==> src/hw/rtl/alle_pkg.sv <==
package alle_pkg;

    typedef enum logic [3:0] {
        ACT_INS_FRONT = 4'd0,
        ACT_INS_REAR  = 4'd1,
        ACT_RM_FRONT  = 4'd2,
        ACT_RM_REAR   = 4'd3,
        ACT_RM_CUR    = 4'd4,
        ACT_SEARCH    = 4'd5,
        ACT_RETRIEVE  = 4'd6,
        ACT_PURGE     = 4'd7,
        ACT_CLEAR     = 4'd8,
        ACT_READ_CUR  = 4'd9
    } act_t;

    typedef enum logic [1:0] {
        ST_OK    = 2'd0,
        ST_EMPTY = 2'd1,
        ST_FULL  = 2'd2,
        ST_NOCUR = 2'd3
    } status_t;

    // Datapath micro-operations, one per cycle
    typedef enum logic [4:0] {
        OP_NOP,
        OP_LATCH,
        OP_ALLOC_FREE,
        OP_POP,
        OP_ALLOC_HW,
        OP_INS_WR_FRONT,
        OP_INS_WR_REAR,
        OP_PRIME,
        OP_STEP,
        OP_ATTACH,
        OP_RF,
        OP_RR_END,
        OP_RC_RD,
        OP_RC_LINK,
        OP_FOUND,
        OP_RES,
        OP_RES_CUR,
        OP_PG_START,
        OP_PG_KEY,
        OP_PG_DROP,
        OP_PG_KEEP,
        OP_PG_RDS,
        OP_PG_ADV,
        OP_PG_END,
        OP_CLR_END,
        OP_FETCH,
        OP_FETCH_Q,
        OP_OUT
    } op_t;

    typedef struct packed {
        op_t     op;
        status_t st;
    } cmd_t;

    typedef struct packed {
        logic head_zero;
        logic cur_zero;
        logic p_zero;
        logic pre_zero;
        logic link_zero;
        logic link_is_cur;
        logic cur_is_head;
        logic same;
        logic pos_zero;
        logic fh_zero;
        logic hw_full;
    } flags_t;

endpackage

==> src/hw/rtl/alle_ctrl.sv <==
module alle_ctrl (
    input  logic              clk,
    input  logic              rst_n,
    input  logic              in_valid,
    output logic              in_ready,
    input  logic [3:0]        action,
    output logic              out_valid,
    input  logic              out_ready,
    output alle_pkg::cmd_t    cmd,
    input  alle_pkg::flags_t  flags
);

    typedef enum logic [4:0] {
        S_IDLE,
        S_DISPATCH,
        S_POP,
        S_INS_WR,
        S_INS_PRIME,
        S_INS_WALK,
        S_RF,
        S_RR_WALK,
        S_RC_WALK,
        S_RC_LINK,
        S_SR_WALK,
        S_RT_WALK,
        S_PG_SK,
        S_PG_NX,
        S_PG_RDS,
        S_PG_SN,
        S_CLR,
        S_FETCH,
        S_FETCH_Q,
        S_OUT
    } state_t;

    state_t            state_reg, state_next;
    alle_pkg::act_t    act_reg;
    logic              out_valid_reg, out_valid_next;

    assign in_ready  = (state_reg == S_IDLE);
    assign out_valid = out_valid_reg;

    always_comb
    begin
        state_next     = state_reg;
        cmd.op         = alle_pkg::OP_NOP;
        cmd.st         = alle_pkg::ST_OK;
        out_valid_next = out_valid_reg && !out_ready;
        unique case (state_reg)
            S_IDLE:
            begin
                if (in_valid)
                begin
                    cmd.op     = alle_pkg::OP_LATCH;
                    state_next = S_DISPATCH;
                end
            end
            S_DISPATCH:
            begin
                state_next = S_FETCH;
                cmd.op     = alle_pkg::OP_RES;
                cmd.st     = alle_pkg::ST_EMPTY;
                unique case (act_reg)
                    alle_pkg::ACT_INS_FRONT, alle_pkg::ACT_INS_REAR:
                    begin
                        priority if (!flags.fh_zero)
                        begin
                            cmd.op     = alle_pkg::OP_ALLOC_FREE;
                            state_next = S_POP;
                        end
                        else if (!flags.hw_full)
                        begin
                            cmd.op     = alle_pkg::OP_ALLOC_HW;
                            state_next = S_INS_WR;
                        end
                        else
                        begin
                            cmd.st = alle_pkg::ST_FULL;
                        end
                    end
                    alle_pkg::ACT_RM_FRONT:
                    begin
                        if (!flags.head_zero)
                        begin
                            cmd.op     = alle_pkg::OP_PRIME;
                            state_next = S_RF;
                        end
                    end
                    alle_pkg::ACT_RM_REAR:
                    begin
                        if (!flags.head_zero)
                        begin
                            cmd.op     = alle_pkg::OP_PRIME;
                            state_next = S_RR_WALK;
                        end
                    end
                    alle_pkg::ACT_RM_CUR:
                    begin
                        priority if (flags.head_zero)
                        begin
                            cmd.st = alle_pkg::ST_EMPTY;
                        end
                        else if (flags.cur_zero)
                        begin
                            cmd.st = alle_pkg::ST_NOCUR;
                        end
                        else if (flags.cur_is_head)
                        begin
                            cmd.op     = alle_pkg::OP_PRIME;
                            state_next = S_RF;
                        end
                        else
                        begin
                            cmd.op     = alle_pkg::OP_PRIME;
                            state_next = S_RC_WALK;
                        end
                    end
                    alle_pkg::ACT_SEARCH:
                    begin
                        cmd.op     = alle_pkg::OP_PRIME;
                        state_next = S_SR_WALK;
                    end
                    alle_pkg::ACT_RETRIEVE:
                    begin
                        cmd.op     = alle_pkg::OP_PRIME;
                        state_next = S_RT_WALK;
                    end
                    alle_pkg::ACT_PURGE:
                    begin
                        if (!flags.head_zero)
                        begin
                            cmd.op     = alle_pkg::OP_PG_START;
                            state_next = S_PG_SK;
                        end
                    end
                    alle_pkg::ACT_CLEAR:
                    begin
                        cmd.op     = alle_pkg::OP_NOP;
                        state_next = S_CLR;
                    end
                    alle_pkg::ACT_READ_CUR:
                    begin
                        if (flags.cur_zero)
                        begin
                            cmd.st = alle_pkg::ST_NOCUR;
                        end
                        else
                        begin
                            cmd.op = alle_pkg::OP_RES_CUR;
                        end
                    end
                    default:
                    begin
                    end
                endcase
            end
            S_POP:
            begin
                cmd.op     = alle_pkg::OP_POP;
                state_next = S_INS_WR;
            end
            S_INS_WR:
            begin
                if (act_reg == alle_pkg::ACT_INS_FRONT || flags.head_zero)
                begin
                    cmd.op     = alle_pkg::OP_INS_WR_FRONT;
                    state_next = S_FETCH;
                end
                else
                begin
                    cmd.op     = alle_pkg::OP_INS_WR_REAR;
                    state_next = S_INS_PRIME;
                end
            end
            S_INS_PRIME:
            begin
                cmd.op     = alle_pkg::OP_PRIME;
                state_next = S_INS_WALK;
            end
            S_INS_WALK:
            begin
                if (flags.link_zero)
                begin
                    cmd.op     = alle_pkg::OP_ATTACH;
                    state_next = S_FETCH;
                end
                else
                begin
                    cmd.op = alle_pkg::OP_STEP;
                end
            end
            S_RF:
            begin
                cmd.op     = alle_pkg::OP_RF;
                state_next = (act_reg == alle_pkg::ACT_CLEAR) ? S_CLR : S_FETCH;
            end
            S_RR_WALK:
            begin
                priority if (!flags.link_zero)
                begin
                    cmd.op = alle_pkg::OP_STEP;
                end
                else if (flags.pre_zero)
                begin
                    // single node: same as removing the head
                    cmd.op     = alle_pkg::OP_RF;
                    state_next = S_FETCH;
                end
                else
                begin
                    cmd.op     = alle_pkg::OP_RR_END;
                    state_next = S_FETCH;
                end
            end
            S_RC_WALK:
            begin
                priority if (flags.link_is_cur)
                begin
                    cmd.op     = alle_pkg::OP_RC_RD;
                    state_next = S_RC_LINK;
                end
                else if (flags.link_zero)
                begin
                    cmd.op     = alle_pkg::OP_RES;
                    cmd.st     = alle_pkg::ST_NOCUR;
                    state_next = S_FETCH;
                end
                else
                begin
                    cmd.op = alle_pkg::OP_STEP;
                end
            end
            S_RC_LINK:
            begin
                cmd.op     = alle_pkg::OP_RC_LINK;
                state_next = S_FETCH;
            end
            S_SR_WALK:
            begin
                priority if (flags.p_zero)
                begin
                    cmd.op     = alle_pkg::OP_RES;
                    cmd.st     = alle_pkg::ST_EMPTY;
                    state_next = S_FETCH;
                end
                else if (flags.same)
                begin
                    cmd.op     = alle_pkg::OP_FOUND;
                    state_next = S_FETCH;
                end
                else
                begin
                    cmd.op = alle_pkg::OP_STEP;
                end
            end
            S_RT_WALK:
            begin
                priority if (flags.p_zero)
                begin
                    cmd.op     = alle_pkg::OP_RES;
                    cmd.st     = alle_pkg::ST_EMPTY;
                    state_next = S_FETCH;
                end
                else if (flags.pos_zero)
                begin
                    cmd.op     = alle_pkg::OP_FOUND;
                    state_next = S_FETCH;
                end
                else
                begin
                    cmd.op = alle_pkg::OP_STEP;
                end
            end
            S_PG_SK:
            begin
                cmd.op     = alle_pkg::OP_PG_KEY;
                state_next = flags.link_zero ? S_PG_RDS : S_PG_NX;
            end
            S_PG_NX:
            begin
                cmd.op     = flags.same ? alle_pkg::OP_PG_DROP : alle_pkg::OP_PG_KEEP;
                state_next = flags.link_zero ? S_PG_RDS : S_PG_NX;
            end
            S_PG_RDS:
            begin
                cmd.op     = alle_pkg::OP_PG_RDS;
                state_next = S_PG_SN;
            end
            S_PG_SN:
            begin
                if (flags.link_zero)
                begin
                    cmd.op     = alle_pkg::OP_PG_END;
                    state_next = S_FETCH;
                end
                else
                begin
                    cmd.op     = alle_pkg::OP_PG_ADV;
                    state_next = S_PG_SK;
                end
            end
            S_CLR:
            begin
                if (flags.head_zero)
                begin
                    cmd.op     = alle_pkg::OP_CLR_END;
                    state_next = S_FETCH;
                end
                else
                begin
                    cmd.op     = alle_pkg::OP_PRIME;
                    state_next = S_RF;
                end
            end
            S_FETCH:
            begin
                cmd.op     = alle_pkg::OP_FETCH;
                state_next = S_FETCH_Q;
            end
            S_FETCH_Q:
            begin
                cmd.op     = alle_pkg::OP_FETCH_Q;
                state_next = S_OUT;
            end
            S_OUT:
            begin
                if (!out_valid_reg || out_ready)
                begin
                    cmd.op         = alle_pkg::OP_OUT;
                    out_valid_next = 1'b1;
                    state_next     = S_IDLE;
                end
            end
            default:
            begin
                state_next = S_IDLE;
            end
        endcase
    end

    always_ff @(posedge clk or negedge rst_n)
    begin
        if (!rst_n)
        begin
            state_reg     <= S_IDLE;
            act_reg       <= alle_pkg::ACT_INS_FRONT;
            out_valid_reg <= 1'b0;
        end
        else
        begin
            state_reg     <= state_next;
            out_valid_reg <= out_valid_next;
            if (state_reg == S_IDLE && in_valid)
            begin
                act_reg <= alle_pkg::act_t'(action);
            end
        end
    end

`ifndef SYNTHESIS
    a_one_at_a_time: assert property (@(posedge clk) disable iff (!rst_n)
        in_valid && in_ready |=> !in_ready) else $error("second transaction taken early");
    a_out_hold: assert property (@(posedge clk) disable iff (!rst_n)
        state_reg == S_OUT && out_valid_reg && !out_ready |=> state_reg == S_OUT)
        else $error("pending result overwritten");
    a_out_load: assert property (@(posedge clk) disable iff (!rst_n)
        cmd.op == alle_pkg::OP_OUT |=> out_valid_reg) else $error("result load lost valid");
`endif

endmodule

==> config.mk <==
export PLATFORM = sky130hd
export DESIGN_NAME = alle_ctrl
export DESIGN_NICKNAME = d
export VERILOG_FILES = /design/src/hw/rtl/alle_pkg.sv /design/src/hw/rtl/alle_ctrl.sv
export SDC_FILE = /design/constraint.sdc
export NUM_CORES = 1
export LEC_CHECK = 0
export BUFFER_PORTS_ARGS = -buffer_cell sky130_fd_sc_hd__buf_2
export CORE_MARGIN = 3
export CORE_UTILIZATION = 50
export DETAILED_ROUTE_END_ITERATION = 8
export HOLD_SLACK_MARGIN = 0.1
export PLACE_DENSITY = 0.7
export SYNTH_ARGS = -nofsm -noshare
export SYNTH_HDL_FRONTEND = slang
export SYNTH_SLANG_ARGS = --single-unit
export TNS_END_PERCENT = 20
==> constraint.sdc <==
create_clock -name clk -period 2.23 [get_ports clk]
set_input_delay 0.446 -clock clk [delete_from_list [all_inputs] [get_ports clk]]
set_output_delay 0.446 -clock clk [all_outputs]
set_load 0.1 [all_outputs]
Word-level counts from Yosys, hierarchy flattened:

Cells that the tools add are included.
Widths: inputs -> output; s select.

* bits in registers: 10
* bits in latches: 0
* memory bits (writable): 0
* memory bits (read-only): 0
* logic and storage cells: 107
* memories kept: 0

* add/subtract/negate cells: 0
* $mul: 0
* div/mod/pow operators: 0
* magnitude comparators: 0
* eq/ne operators: 32
* shifts and indexed selects: 0
* muxes and demuxes: 57
* bitwise operators: 0
* reductions and logical operators: 15

Operator list (count)
* $mux 5: 24
* $pmux 5 s20: 1
* $pmux 5 s18: 1
* $eq 5x4->1 const B: 8
* $pmux 5 s8: 1
* $pmux 5 s7: 1
* $eq 5x3->1 const B: 4
* $eq 5x5->1 const B: 4
* $mux 4: 5
* $mux 2: 9
* $eq 4x3->1 const B: 4
* $mux 3: 5
* $pmux 2 s3: 2
* $reduce_or 2->1: 6
* $eq 5x2->1 const B: 2
* $eq 4x2->1 const B: 2
* $eq 4x4->1 const B: 2
* $mux 1: 8
* $ne 3x3->1 const B: 2
* $eq 5x1->1 const B: 1
* $logic_not 5->1: 1
* $eq 4x1->1 const B: 1
* $logic_not 4->1: 1
* $ne 2x2->1 const B: 2
* 4 further kinds: 7

Longest topological paths before layout:

* word-level depth: 5
* depth in mapped cells: 7

Worst setup path before layout:

No wires, ideal clock.

* kind: reg2out
* start point: register state_reg[2]
* end point: output cmd[1] (netlist bit)
* arrival: 3353 ps
* data required time: 1784 ps
* slack: -1569 ps
* stages on the path, launching flop included: 5
* cells stage by stage: dfrtp_1 -> clkbuf_4 -> nor3b_1 -> nand2_1 -> o21ai_0

RTL lines
* from (decl): line alle_ctrl.sv:36 `state_t state_reg, state_next;`
* from (signal assigned): line alle_ctrl.sv:351 `state_reg <= state_next;`
* to (decl): line alle_ctrl.sv:9 `output alle_pkg::cmd_t cmd,`

==> summary.md <==
| Metric | Value |
|---|---|
| Status | `complete, but fails checks` |
| Failing checks | `negative setup slack` |
| Critical-path cell list | `buf_4 > nor3_1 > a21boi_0 > o21ai_0 > o211ai_1 > clkbuf_16` |
| Yosys warns | `0` |
| First DRT Iteration DRCs | `around 320` |
| Vias per inst | `between 7 and 8` |
| CTS Root Cell | `clkbuf_4` |
| CTS Buffer Depth | `2` |
| H-tree Lvls | `1` |
| Syn_nets | `approximately 240` |
| Arrival time of the worst setup path | `about 2.2 ns` |
| Layout cells sized above 1 | `45.70%` |
| CTS clk-pin slew, worst paths | `approximately 0.07 ns` |
| CTS Buf Count | `3` |
| Critical Path Start Type | `register` |
| Worst-margin pin slew | `~0.54 ns` |
| Setup TNS | `-1.393 ns` |
| Post-synthesis mux area share | `5.155%` |
| Mapped cell area | `between 0.0015 and 0.002 mm2` |
| Die height | `about 61 um` |
| Antenna cells | `0` |
| Worst R2R Path Depth | `7` |
| Cell types with the highest counts after synthesis | `nand2_1 (26), nor2_1 (19), a21oi_1 (14), o21ai_0 (14), nand2b_1 (13)` |
| Reg2reg start | `state_reg[0]` |
| Register area | `roughly 260 um2` |
| Nets | `just over 300` |
| Post-synthesis compound-gate area fraction | `32.08%` |
| Max Used Layer | `met4` |
| RSZ-0062 raised after global routing | `true` |
| Critical Path RT | `around 1.8 ns` |
| Post-synthesis simple-gate area fraction | `between 30% and 40%` |
| Critical Path End | `cmd[3]` |
| Initial core utilization | `54.05%` |
| DR WL/cell | `approximately 22 um` |
| Main synth FF type | `dfrtp_1` |
| Area growth syn-to-layout | `59.08%` |
| Crit-path max cell delay | `between 0.4 and 0.5 ns` |
| Final wirelength | `between 7 and 8 mm` |
| Total grt overflow | `0` |
| Vias in the first global route | `between 2000 and 2500` |
| WS Path Type | `register to primary output` |
| Placement Cell Area | `~0.0022 mm2` |
| Top-area cell type share of the netlist area | `between 10% and 20%` |
| R2R Setup Slk | `approximately 0.1 ns` |
| Largest net degree at the start of global routing | `21` |
| Global Route Usage Sum | `between 30 and 40%` |
| Syn avg cell area | `6.887 um2` |
| Routed Antenna Nets | `0` |
| Synth Area in Adders | `0%` |
| CTS tree | `yes` |
| Hold Vio Cnt, Final | `0` |
| Ys async rst share | `100.0%` |
| Final instance area | `approximately 0.0024 mm2` |
| Area leader, netlist | `dfrtp_1` |
| Clock period minus final worst setup slack | `2.601 ns` |
| # IOs | `28` |
| Largest cells by area after synthesis | `dfrtp_1 (16%), nand2_1 (6.4%), nand2b_1 (5.3%), nor2_1 (4.7%), a21oi_1 (4.6%)` |
| Worst skew pair latency | `~0.28 ns` |
| Slew HR | `between 60% and 70%` |
| Drt first pass iters | `6` |
| #FFs+latches synth | `10` |
| Final period utilization | `116.6%` |
| DR WL met3 | `about 770 um` |
| Hold Path Class | `primary input to register` |
| Main combinational cell family by area after synthesis | `simple AND/OR/NAND/NOR gates` |
| FMAX | `approximately 0.38 GHz` |
| Largest register FFs | `5` |
| Crit path launch | `act_reg[3]` |
| WL met2 | `about 3.3 mm` |
| Final WS setup | `-0.3708 ns` |
| Clock skew | `0.01512 ns` |
| DRC viols | `0` |
| Multi-input logic area | `0.001345 mm2` |
| Final setup fails | `7` |
| Synth Area in XOR/XNOR | `0%` |
| Clock sinks | `10` |
| Die Width | `61.30 um` |
| Finished Core Util | `between 80% and 90%` |
| Crit. End Element | `primary output` |
| Max cap viols | `0` |
| IO Port Bufs | `27` |
| Yosys cell types | `57` |
| Top-count cell post-synth | `nand2_1` |
| Final HPWL DP | `about 4.8 mm` |
| Num rows | `19` |
| Number of antenna violations at the first check in global routing | `0` |
| Pins Over Slew Limit | `0` |
| Slowest cell on crit path | `dfrtp_1` |
| Die area | `0.003758 mm2` |
| Fillers | `between 100 and 150` |
| Sequential area share after synthesis | `about 16%` |
| Worst Path Max Fanout | `11` |
| Detailed-route via count | `about 2300` |
| Reg2Reg Capture Point | `state_reg[0]` |
| Syn Inst Count | `about 220` |
| Core area | `around 0.0028 mm2` |
| Post-synth EDFFs | `0` |
| M1 WL | `between 2 and 2.5 mm` |
| Placer congestion estimate | `1.088` |
| First-pass GRT wire length | `approximately 10 mm` |
-- cells by family after synthesis --
| kind of cell | Yosys count |
|---|---|
| simple gates | 111 |
| compound gates | 70 |
| buf+inv | 24 |
| flops | 10 |
| mux | 7 |
-- worst min-delay path by stage --
stage | to | slack, ns | cells after the start | start
6_report | act_reg[0] | 0.39 | 2 | action[0]
3_5_place_dp | act_reg[1] | 0.32 | 1 | rst_n
3_3_place_gp | act_reg[3] | 0.31 | 1 | rst_n
4_1_cts | act_reg[3] | 0.39 | 2 | action[3]
5_1_grt | act_reg[0] | 0.39 | 2 | action[0]
2_1_floorplan | act_reg[0] | 0.15 | 0 | rst_n
-- routing by layer --
metal / GRT usage (%) / vias up
met5: 0 / -
li1: - / 972
met2: 62.39 / 199
met4: 22.29 / 0
met1: 42.89 / 1055
met3: 9.015 / 65
-- final cells by class --
class | count | share of cell area [%]
Tap cell | 31 | 1.595
Inverter | 4 | 0.6173
Timing Repair Buffer | 85 | 30.35
Multi-Input combinational cell | 188 | 55.30
Sequential cell | 10 | 10.65
Clock buffer | 4 | 1.492
-- worst max-delay path: cells and delay by family, from the launching register on --
| family | cells | cell delay (ns) |
|---|---|---|
| simple gates | 1 | 0.31 |
| compound gates | 3 | 0.61 |
| buf+inv | 2 | 0.50 |
| flops | 1 | 0.46 |
-- stage by stage --
| stage | instances | setup WS (ns) | hold WS, ns |
|---|---|---|---|
| after floorplan | 222 | -0.8768 | 0.1504 |
| after global placement | 316 | -0.02034 | 0.3133 |
| after detailed placement | 316 | -0.05283 | 0.3197 |
| after CTS | 322 | -0.2626 | 0.3880 |
| after global routing | 322 | -0.4376 | 0.3942 |
| final | 322 | -0.3708 | 0.3856 |
-- what timing repair did --
item                                   CTS  global route
pin swaps                                5             4
hold buffers                             1             0
buffers inserted                         1             0
endpoints found under the hold margin   10             0
setup endpoints to repair                8             9
gates resized for setup                 25            17
-- layout by cell type (no fill, tap or decap), drive strengths merged, types with 5 or more instances in the layout --
cell type	netlist	routed
buf	11	83
nand2	26	26
nor2	20	20
o21ai	17	17
a21oi	14	14
nand2b	13	13
nor3	11	11
dfrtp	10	10
nor2b	9	9
nand3	8	8
mux2	7	7
nor3b	6	6
o211ai	5	5
nor4	5	5
clkbuf	9	5
Power is left out: the tool's default activity adds up to more than one toggle a clock period on the data nets, which glitch-free logic cannot reach.
